--- config.mk ---
export PLATFORM = sky130hd
export DESIGN_NAME = motor_node_safety_supervisor_top
export DESIGN_NICKNAME = d
export VERILOG_FILES = /design/src/rtl/core/mnss_pkg.sv /design/src/rtl/core/motor_node_safety_supervisor_top.sv /design/src/rtl/core/mnss_front.sv /design/src/rtl/core/mnss_back.sv
export SDC_FILE = /design/constraint.sdc
export NUM_CORES = 1
export LEC_CHECK = 0
export BUFFER_PORTS_ARGS = -buffer_cell sky130_fd_sc_hd__buf_2
export CAP_MARGIN = 20
export CORE_MARGIN = 5
export CORE_UTILIZATION = 30
export CTS_CLUSTER_DIAMETER = 60
export DETAILED_ROUTE_END_ITERATION = 6
export SLEW_MARGIN = 15
export SYNTH_ARGS = -nofsm -noshare
export SYNTH_HDL_FRONTEND = slang
export SYNTH_HIERARCHICAL = 1
export SYNTH_SLANG_ARGS = --single-unit
--- constraint.sdc ---
create_clock -name i_clk -period 14.2 [get_ports i_clk]
set_input_delay 1.42 -clock i_clk [delete_from_list [all_inputs] [get_ports i_clk]]
set_output_delay 1.42 -clock i_clk [all_outputs]
set_load 0.02 [all_outputs]
--- src/rtl/core/mnss_pkg.sv ---
// Shared types, codes and constants of the motor node safety supervisor.
`timescale 1ns / 1ps
package mnss_pkg;

    localparam int Q_DEPTH = 2;
    localparam int Q_PTR_W = (Q_DEPTH > 1) ? $clog2(Q_DEPTH) : 1;
    localparam int Q_CNT_W = $clog2(Q_DEPTH + 1);

    localparam int CFG_IDX_W = 3;

    localparam logic [CFG_IDX_W-1:0] CFG_IGNORE_ENC  = 3'd0;
    localparam logic [CFG_IDX_W-1:0] CFG_OVERHEAT_ON = 3'd1;
    localparam logic [CFG_IDX_W-1:0] CFG_OVERHEAT_OFF = 3'd2;
    localparam logic [CFG_IDX_W-1:0] CFG_TIMEOUT_MS  = 3'd3;
    localparam logic [CFG_IDX_W-1:0] CFG_CRIT_MASK   = 3'd4;

    localparam logic [1:0] ACT_TICK  = 2'd0;
    localparam logic [1:0] ACT_ESTOP = 2'd1;
    localparam logic [1:0] ACT_MOTOR = 2'd2;
    localparam logic [1:0] ACT_REQ   = 2'd3;

    localparam logic [2:0] CODE_ARM     = 3'd0;
    localparam logic [2:0] CODE_DISARM  = 3'd1;
    localparam logic [2:0] CODE_COMMIT  = 3'd2;
    localparam logic [2:0] CODE_RESTORE = 3'd3;
    localparam logic [2:0] CODE_FACTORY = 3'd4;
    localparam logic [2:0] CODE_RESET   = 3'd5;

    localparam logic [1:0] KIND_IGNORED = 2'd3;

    localparam logic [1:0] MODE_CODE_STOPPED = 2'd0;
    localparam logic [1:0] MODE_CODE_RUNNING = 2'd1;
    localparam logic [1:0] MODE_CODE_ERROR   = 2'd2;

    localparam int FLAG_OVERHEAT = 6;
    localparam int FLAG_TIMEOUT  = 7;

    localparam logic [15:0] RST_OVERHEAT_ON  = 16'sd1280;
    localparam logic [15:0] RST_OVERHEAT_OFF = 16'sd1120;
    localparam logic [15:0] RST_TIMEOUT_MS   = 16'd1000;
    localparam logic [15:0] RST_CRIT_MASK    = 16'hFFFF;

    typedef enum logic [2:0] {
        OP_NONE    = 3'd0,
        OP_TICK    = 3'd1,
        OP_ESTOP   = 3'd2,
        OP_MOTOR   = 3'd3,
        OP_ARM     = 3'd4,
        OP_DISARM  = 3'd5,
        OP_SERVICE = 3'd6
    } t_op;

    typedef enum logic [2:0] {
        MODE_STOPPED = 3'b001,
        MODE_RUNNING = 3'b010,
        MODE_ERROR   = 3'b100
    } t_mode;

    typedef struct packed {
        t_op         op;
        logic [31:0] now_ms;
        logic [5:0]  encoder_error;
        logic [7:0]  driver_error;
        logic [15:0] temperature;
        logic        sp_valid;
        logic [1:0]  sp_kind;
        logic [31:0] sp_value;
        logic [2:0]  service;
    } t_item;

    typedef struct packed {
        logic  valid;
        t_item item;
    } t_item_beat;

    typedef struct packed {
        logic [1:0]  mode;
        logic [15:0] flags_out;
        logic        error_led;
        logic        stop_motor;
        logic        setpoint_valid;
        logic [1:0]  setpoint_kind;
        logic [31:0] setpoint_value;
        logic [2:0]  service_request;
    } t_result;

    function automatic logic [1:0] mode_code(input t_mode m);
        logic [1:0] c;
        c = MODE_CODE_STOPPED;
        unique case (m)
            MODE_RUNNING: c = MODE_CODE_RUNNING;
            MODE_ERROR:   c = MODE_CODE_ERROR;
            default:      c = MODE_CODE_STOPPED;
        endcase
        return c;
    endfunction

    function automatic logic [Q_PTR_W-1:0] q_next(input logic [Q_PTR_W-1:0] p);
        return (p == Q_PTR_W'(Q_DEPTH - 1)) ? '0 : p + Q_PTR_W'(1);
    endfunction

endpackage

--- src/rtl/core/motor_node_safety_supervisor_top.sv ---
// Top level of the motor node safety supervisor: front decoder and back executor.
// A beat is held in the front queue; its result is then registered in the result queue.
// Throughput: one beat per cycle unless stalled by a full queue; a two-entry queue
// sits between front and back, a two-entry result queue at the output, so each side stalls on its own.
// Reset (synchronous, active low): mode stopped, flags and timer zero, LED off,
// configuration at its defaults, both queues empty.
`timescale 1ns / 1ps
module motor_node_safety_supervisor_top (
    input  logic                i_clk,
    input  logic                i_rst_n,
    input  logic                push,
    output logic                full,
    input  logic [1:0]          i_action,
    input  logic [31:0]         i_now_ms,
    input  logic [5:0]          i_encoder_error,
    input  logic [7:0]          i_driver_error,
    input  logic signed [15:0]  i_temperature,
    input  logic [2:0]          i_action_code,
    input  logic [1:0]          i_control_kind,
    input  logic signed [31:0]  i_command_value,
    output logic                empty,
    input  logic                pop,
    output logic [1:0]          o_mode,
    output logic [15:0]         o_flags_out,
    output logic                o_error_led,
    output logic                o_stop_motor,
    output logic                o_setpoint_valid,
    output logic [1:0]          o_setpoint_kind,
    output logic signed [31:0]  o_setpoint_value,
    output logic [2:0]          o_service_request,
    input  logic                i_cfg_valid,
    output logic                o_cfg_ready,
    input  logic [mnss_pkg::CFG_IDX_W-1:0] i_cfg_index,
    input  logic [15:0]         i_cfg_data
);
    import mnss_pkg::*;

    t_item_beat w_beat;
    logic       w_take;
    t_result    w_result;

    mnss_front u_front (
        .i_clk           (i_clk),
        .i_rst_n         (i_rst_n),
        .push            (push),
        .full            (full),
        .i_action        (i_action),
        .i_now_ms        (i_now_ms),
        .i_encoder_error (i_encoder_error),
        .i_driver_error  (i_driver_error),
        .i_temperature   (i_temperature),
        .i_action_code   (i_action_code),
        .i_control_kind  (i_control_kind),
        .i_command_value (i_command_value),
        .o_beat          (w_beat),
        .i_take          (w_take)
    );

    mnss_back u_back (
        .i_clk       (i_clk),
        .i_rst_n     (i_rst_n),
        .i_cfg_valid (i_cfg_valid),
        .o_cfg_ready (o_cfg_ready),
        .i_cfg_index (i_cfg_index),
        .i_cfg_data  (i_cfg_data),
        .i_beat      (w_beat),
        .o_take      (w_take),
        .empty       (empty),
        .pop         (pop),
        .o_result    (w_result)
    );

    assign o_mode            = w_result.mode;
    assign o_flags_out       = w_result.flags_out;
    assign o_error_led       = w_result.error_led;
    assign o_stop_motor      = w_result.stop_motor;
    assign o_setpoint_valid  = w_result.setpoint_valid;
    assign o_setpoint_kind   = w_result.setpoint_kind;
    assign o_setpoint_value  = w_result.setpoint_value;
    assign o_service_request = w_result.service_request;

endmodule

--- src/rtl/core/mnss_front.sv ---
// Front end: accepts input beats, decodes them into operations, and queues them.
`timescale 1ns / 1ps
module mnss_front (
    input  logic               i_clk,
    input  logic               i_rst_n,
    input  logic               push,
    output logic               full,
    input  logic [1:0]         i_action,
    input  logic [31:0]        i_now_ms,
    input  logic [5:0]         i_encoder_error,
    input  logic [7:0]         i_driver_error,
    input  logic [15:0]        i_temperature,
    input  logic [2:0]         i_action_code,
    input  logic [1:0]         i_control_kind,
    input  logic [31:0]        i_command_value,
    output mnss_pkg::t_item_beat o_beat,
    input  logic               i_take
);
    import mnss_pkg::*;

    t_item              r_q [Q_DEPTH];
    logic [Q_PTR_W-1:0] r_wptr, r_rptr;
    logic [Q_CNT_W-1:0] r_cnt;
    t_item              w_item;
    logic               w_push, w_pop;

    always_comb begin
        w_item               = '0;
        w_item.op            = OP_NONE;
        w_item.now_ms        = i_now_ms;
        w_item.encoder_error = i_encoder_error;
        w_item.driver_error  = i_driver_error;
        w_item.temperature   = i_temperature;
        unique case (i_action)
            ACT_TICK:  w_item.op = OP_TICK;
            ACT_ESTOP: w_item.op = OP_ESTOP;
            ACT_MOTOR: begin
                w_item.op = OP_MOTOR;
                if (i_control_kind != KIND_IGNORED) begin
                    w_item.sp_valid = 1'b1;
                    w_item.sp_kind  = i_control_kind;
                    w_item.sp_value = i_command_value;
                end
            end
            default: begin
                unique case (i_action_code)
                    CODE_ARM:    w_item.op = OP_ARM;
                    CODE_DISARM: w_item.op = OP_DISARM;
                    CODE_COMMIT, CODE_RESTORE, CODE_FACTORY, CODE_RESET: begin
                        w_item.op      = OP_SERVICE;
                        w_item.service = i_action_code - 3'd1;
                    end
                    default:     w_item.op = OP_NONE;
                endcase
            end
        endcase
    end

    assign full   = (r_cnt == Q_CNT_W'(Q_DEPTH));
    assign w_push = push && !full;
    assign w_pop  = i_take && (r_cnt != '0);

    assign o_beat.valid = (r_cnt != '0);
    assign o_beat.item  = r_q[r_rptr];

    always_ff @(posedge i_clk) begin
        if (w_push) begin
            r_q[r_wptr] <= w_item;
        end
    end

    always_ff @(posedge i_clk) begin
        if (!i_rst_n) begin
            r_wptr <= '0;
            r_rptr <= '0;
            r_cnt  <= '0;
        end else begin
            if (w_push) r_wptr <= q_next(r_wptr);
            if (w_pop)  r_rptr <= q_next(r_rptr);
            if (w_push && !w_pop)      r_cnt <= r_cnt + Q_CNT_W'(1);
            else if (w_pop && !w_push) r_cnt <= r_cnt - Q_CNT_W'(1);
        end
    end

    a_cnt_bound: assert property (@(posedge i_clk) disable iff (!i_rst_n)
        r_cnt <= Q_CNT_W'(Q_DEPTH))
        else $error("front queue count beyond depth");
    a_cnt_grow: assert property (@(posedge i_clk) disable iff (!i_rst_n)
        (w_push && !w_pop) |=> (r_cnt == $past(r_cnt) + Q_CNT_W'(1)))
        else $error("front queue count missed a push");
    a_ptr_gap: assert property (@(posedge i_clk) disable iff (!i_rst_n)
        (r_cnt == '0) |-> (r_wptr == r_rptr))
        else $error("front queue pointers apart while empty");

endmodule

--- src/rtl/core/mnss_back.sv ---
// Back end: configuration, mode state machine, fault flags and the result queue.
`timescale 1ns / 1ps
module mnss_back (
    input  logic                  i_clk,
    input  logic                  i_rst_n,
    input  logic                  i_cfg_valid,
    output logic                  o_cfg_ready,
    input  logic [mnss_pkg::CFG_IDX_W-1:0] i_cfg_index,
    input  logic [15:0]           i_cfg_data,
    input  mnss_pkg::t_item_beat  i_beat,
    output logic                  o_take,
    output logic                  empty,
    input  logic                  pop,
    output mnss_pkg::t_result     o_result
);
    import mnss_pkg::*;

    logic               r_ign_enc;
    logic [15:0]        r_oh_on, r_oh_off, r_tmo, r_mask;

    t_mode              r_mode, n_mode;
    logic [15:0]        r_flags, n_flags;
    logic [31:0]        r_last, n_last;
    logic               r_led, n_led;

    t_result            r_q [Q_DEPTH];
    logic [Q_PTR_W-1:0] r_wptr, r_rptr;
    logic [Q_CNT_W-1:0] r_cnt;
    logic               w_pop, w_room;

    t_item              w_it;
    t_result            w_res;
    logic [5:0]         w_enc;
    logic [15:0]        w_tick_flags;
    logic [31:0]        w_elapsed;
    logic               w_overheat, w_timeout;

    assign o_cfg_ready = 1'b1;

    always_ff @(posedge i_clk) begin
        if (!i_rst_n) begin
            r_ign_enc <= 1'b0;
            r_oh_on   <= RST_OVERHEAT_ON;
            r_oh_off  <= RST_OVERHEAT_OFF;
            r_tmo     <= RST_TIMEOUT_MS;
            r_mask    <= RST_CRIT_MASK;
        end else if (i_cfg_valid) begin
            unique case (i_cfg_index)
                CFG_IGNORE_ENC:   r_ign_enc <= i_cfg_data[0];
                CFG_OVERHEAT_ON:  r_oh_on   <= i_cfg_data;
                CFG_OVERHEAT_OFF: r_oh_off  <= i_cfg_data;
                CFG_TIMEOUT_MS:   r_tmo     <= i_cfg_data;
                CFG_CRIT_MASK:    r_mask    <= i_cfg_data;
                default: ;
            endcase
        end
    end

    assign w_pop  = pop && (r_cnt != '0);
    assign w_room = (r_cnt != Q_CNT_W'(Q_DEPTH)) || w_pop;
    assign o_take = i_beat.valid && w_room;
    assign w_it   = i_beat.item;

    assign w_enc     = r_ign_enc ? 6'd0 : w_it.encoder_error;
    assign w_elapsed = w_it.now_ms - r_last;
    assign w_timeout = (w_elapsed > {16'd0, r_tmo}) && (r_mode == MODE_RUNNING);

    always_comb begin
        w_overheat = r_flags[FLAG_OVERHEAT];
        if (r_flags[FLAG_OVERHEAT]) begin
            if ($signed(w_it.temperature) < $signed(r_oh_off)) w_overheat = 1'b0;
        end else if ($signed(w_it.temperature) > $signed(r_oh_on)) begin
            w_overheat = 1'b1;
        end
        w_tick_flags = {w_it.driver_error, w_timeout, w_overheat, w_enc};
    end

    always_comb begin
        n_mode = r_mode;
        n_flags = r_flags;
        n_last = r_last;
        n_led = r_led;
        w_res = '0;
        if (w_it.op == OP_TICK) begin
            n_flags = w_tick_flags;
            unique case (r_mode)
                MODE_RUNNING: begin
                    if (w_tick_flags != '0) begin
                        w_res.stop_motor = 1'b1;
                        if ((w_tick_flags & r_mask) != '0) begin
                            n_led  = 1'b1;
                            n_mode = MODE_ERROR;
                        end
                    end
                end
                MODE_ERROR: begin
                    if ((w_tick_flags & r_mask) == '0) begin
                        n_led  = 1'b0;
                        n_mode = MODE_RUNNING;
                        n_last = w_it.now_ms;
                    end
                end
                default: ;
            endcase
        end else begin
            unique case (r_mode)
                MODE_RUNNING: begin
                    if (w_it.op == OP_ESTOP || w_it.op == OP_DISARM) begin
                        w_res.stop_motor = 1'b1;
                        n_mode           = MODE_STOPPED;
                    end else if (w_it.op == OP_MOTOR) begin
                        n_last                = w_it.now_ms;
                        n_flags[FLAG_TIMEOUT] = 1'b0;
                        w_res.setpoint_valid  = w_it.sp_valid;
                        w_res.setpoint_kind   = w_it.sp_kind;
                        w_res.setpoint_value  = w_it.sp_value;
                    end
                end
                MODE_ERROR: begin
                    if (w_it.op == OP_DISARM) begin
                        n_led  = 1'b0;
                        n_mode = MODE_STOPPED;
                    end
                end
                default: begin
                    if (w_it.op == OP_ARM) begin
                        n_mode = MODE_RUNNING;
                        n_last = w_it.now_ms;
                    end else if (w_it.op == OP_SERVICE) begin
                        w_res.service_request = w_it.service;
                    end
                end
            endcase
        end
        w_res.mode      = mode_code(n_mode);
        w_res.flags_out = n_flags;
        w_res.error_led = n_led;
    end

    always_ff @(posedge i_clk) begin
        if (!i_rst_n) begin
            r_mode  <= MODE_STOPPED;
            r_flags <= '0;
            r_last  <= '0;
            r_led   <= 1'b0;
        end else if (o_take) begin
            r_mode  <= n_mode;
            r_flags <= n_flags;
            r_last  <= n_last;
            r_led   <= n_led;
        end
    end

    always_ff @(posedge i_clk) begin
        if (o_take) begin
            r_q[r_wptr] <= w_res;
        end
    end

    always_ff @(posedge i_clk) begin
        if (!i_rst_n) begin
            r_wptr <= '0;
            r_rptr <= '0;
            r_cnt  <= '0;
        end else begin
            if (o_take) r_wptr <= q_next(r_wptr);
            if (w_pop)  r_rptr <= q_next(r_rptr);
            if (o_take && !w_pop)      r_cnt <= r_cnt + Q_CNT_W'(1);
            else if (w_pop && !o_take) r_cnt <= r_cnt - Q_CNT_W'(1);
        end
    end

    assign empty    = (r_cnt == '0);
    assign o_result = r_q[r_rptr];

    a_mode_onehot: assert property (@(posedge i_clk) disable iff (!i_rst_n)
        $onehot(r_mode))
        else $error("mode register lost its one-hot code");
    a_led_error: assert property (@(posedge i_clk) disable iff (!i_rst_n)
        r_led == (r_mode == MODE_ERROR))
        else $error("LED out of step with error mode");
    a_stop_no_sp: assert property (@(posedge i_clk) disable iff (!i_rst_n)
        o_take |-> !(w_res.stop_motor && w_res.setpoint_valid))
        else $error("stop and setpoint in one result");
    a_take_valid: assert property (@(posedge i_clk) disable iff (!i_rst_n)
        o_take |=> (r_cnt != '0))
        else $error("result queue empty after a take");

endmodule

==> impl_metrics.toml <==
[run_status]
outcome = "finished, final reports clean"

[pwr]
comb_power_share_pct = 35.9
p_int_mw = 3.149
switching_power_mw = 1.667
seqPwrFrac_pct = 36.2
ir_worst_vdd_mv = 0.09148
cellLeakagePower_nw = 8.945
powerDensity_nw_per_um2 = 196.1
clkPwrFrac_pct = 28.0
sw_frac_of_total_pct = 34.61
total_power_mw = 4.816

[synth]
yosysMostFrequentCell = "edfxtp_1"
synthTopCellsByArea = "edfxtp_1 (46%), dfxtp_1 (12%), mux2_2 (8.7%)"
synth.top_cell.area_share_pct = 46.18
synth_area_um2 = 20940
synth_seq_area_share_pct = 58.32
yosysWarnings = 6
synth.distinct_cells = 81
ys.flop_type = "edfxtp_1"
synth_edf_count = 322
ys_ff_latch = 449
syn_inst = 1762
syn_area_per_cell_um2 = 11.88
netlist_top_cells_count = "edfxtp_1 (322), nand2_1 (213), mux2_2 (162), dfxtp_1 (127), inv_1 (111)"
syn-num-nets = 1977
synth_top_area_cell = "edfxtp_1"
async_reset_ff_share_pct = 0

[clock_network]
cts-resized-gates = 0
clockBufferDepth = 3
cts_tree = "built"
post_cts_buffers = 0
numCtsBuffers = 49
cts_num_sinks = 449
cts-root-buf = "clkbuf_16"
clk_latency_ns = 0.59
clk_pin_slew_ns = 0.06
h-tree-depth = 2
holdBufCountCts = 0

[layout]
drive_gt1_share_pct = 23.47
nFillCells = 6832
syn2layout_area_growth_pct = 17.28
fin_area_um2 = 24550
num-nets-final = 2151

[setup_path]
cp_max_fo = 37
required_ns = 14.52
end_kind = "flip-flop"
critPathArrivalTime_ns = 6.27
reg2reg_setup_slack_ns = 8.25
crit_type = "flip-flop to flip-flop"
crit_path_start_kind = "flip-flop"

[min_path]
hold_path_class = "flip-flop to flip-flop"

[sta]
final-hold-violation-count = 0
finalSetupViolCount = 0
finalCriticalPeriod_ns = 5.951
rsz0062_at_grt = "no"
slew_headroom_pct = 33.37
clock_skew_ns = 0.02107
finalSetupTns_ns = 0
period_share_pct = 41.91
fmax_mhz = 168.0
worstMarginPinSlew_ns = 0.9994
slew_viol_final = 0

[placement]
place_congestion = 0.8559
postPlaceCellArea_um2 = 22800
io_buffers = 184
dp_hpwl_mm = 36.12

[die]
num_io_pins = 186
die_h_um = 274.2
fp.dieW_um = 274.2
dieArea_um2 = 75170
core.rowCount = 96
core_um2 = 68950
start_util_pct = 30.37

[drt]
ant_nets = 0
finalWirelength_mm = 51.24
via_per_inst = 4.778
route.detailed.drc = 0
route.detailed.wl_per_inst_um = 17.57
vias = 13930
drt_iter0_drc = 931
first_pass_iters = 5

[global_route]
antenna_found_initial = 17
track_usage_pct = 13.39
grt_pass1_vias = 13920
grt_start_max_net_pins = 85
grt_pass1_wl_mm = 79.66
grt_remaining_overflow = 0

[job]
maxCapViolCount = 0
==> layout make-up <==
type                            count  area (um2)  share of cell area [%]
Antenna cell                        8       20.02                 0.08153
Tap cell                          931        1165                   4.744
Sequential cell                   449       12220                   49.75
Inverter                          111       417.9                   1.702
Clock buffer                       68        1401                   5.707
Multi-Input combinational cell   1126        7971                   32.46
Timing Repair Buffer              199        1033                   4.209
Clock inverter                     24       329.1                   1.340
==> metrics by stage <==
step / util, % / setup slack [ns] / hold WS (ns) / cells
final: 35.61 / 8.249 / 0.4530 / 2916
after global routing: 35.60 / 7.710 / 0.4681 / 2911
after CTS: 35.59 / 8.180 / 0.4555 / 2908
after detailed placement: 33.08 / 8.206 / 0.4475 / 2816
after global placement: 33.06 / 8.285 / 0.4414 / 2815
after floorplan: - / 8.166 / 0.4317 / 1762
==> flip-flops by register name (all words and copies together) (netlist names), named ones only <==
register	count
u_front/r_cnt	2
u_back/r_q	116
u_back/r_ign_enc	1
u_front/r_q	206
u_back/r_mask	16
u_back/r_rptr	1
u_back/r_led	1
u_back/r_tmo	16
u_back/r_flags	16
u_back/r_oh_off	16
u_back/r_cnt	2
u_front/r_rptr	1
u_front/r_wptr	1
u_back/r_last	32
u_back/r_mode	3
u_back/r_oh_on	16
u_back/r_wptr	1
==> kinds of logic after synthesis <==
logic type,after synthesis,synth area share [%]
fa+ha+maj,90,5.414
other cells,1,0.01791
compound gates,292,9.191
xor+xnor,28,1.171
mux,199,10.48
simple gates,516,11.66
buf+inv,187,3.735
flops,449,58.32
==> power groups by stage <==
| stage | combinational (mW) | sequential, mW | clock, mW |
|---|---|---|---|
| after floorplan | 1.28 | 1.75 | 0 |
| after global placement | 1.72 | 1.76 | 0 |
| after detailed placement | 1.73 | 1.77 | 0 |
| after CTS | 1.75 | 1.74 | 1.39 |
| after global routing | 1.92 | 1.76 | 1.45 |
| final | 1.73 | 1.74 | 1.35 |
==> final timing paths <==
kind / startpoint / endpoint / cells after the start
max: flip-flop / u_back/r_q[1][39] / 21
min: u_back/r_oh_off[11] / u_back/r_oh_off[11] / 2
max reg2reg: flip-flop / u_back/r_q[1][39] / 21
min reg2reg: u_back/r_oh_off[11] / u_back/r_oh_off[11] / 2
==> critical path, cell delays in order, from the launching register on <==
cell and delay (ns):
dfxtp_4 0.49, buf_4 0.49, mux2_2 0.27, inv_1 0.04, ha_1 0.21, fa_1 0.41
nand2b_1 0.20, a21o_1 0.19, a21oi_1 0.23, nor2_1 0.13, o21bai_1 0.19, xor2_1 0.20
ha_1 0.28, a21oi_1 0.16, nand2_1 0.07, a221oi_1 0.28, a21oi_1 0.13, nor4_1 0.29
nand4_1 0.15, or4_1 0.72, a2111oi_4 0.42, nor3_1 0.10
==> layout by cell type, fill, tap and decap left out, drive strengths merged, types with 12 or more instances in the layout <==
cell / count
ha: 89
nand3: 28
xnor2: 14
mux2: 162
o211ai: 20
o21ai: 54
nor2: 98
edfxtp: 322
nand4: 14
clkbuf: 68
nor3: 22
buf: 199
inv: 117
dfxtp: 127
o21a: 12
a211oi: 17
xor2: 14
mux2i: 37
nand2: 213
a21oi: 106
and2: 76
==> per-layer routing <==
layer  share of wire, %  vias to the layer above  wire [um]  track usage [%]
li1                   -                     6729          -                -
met1                 44                     6686      22660            17.80
met2                 46                      409      23480            21.72
met3                7.3                       95       3761            3.553
met4                2.5                       14       1262            3.571
met5               0.14                        -         73                0
Note: power is estimated with default switching activity, not from simulation.
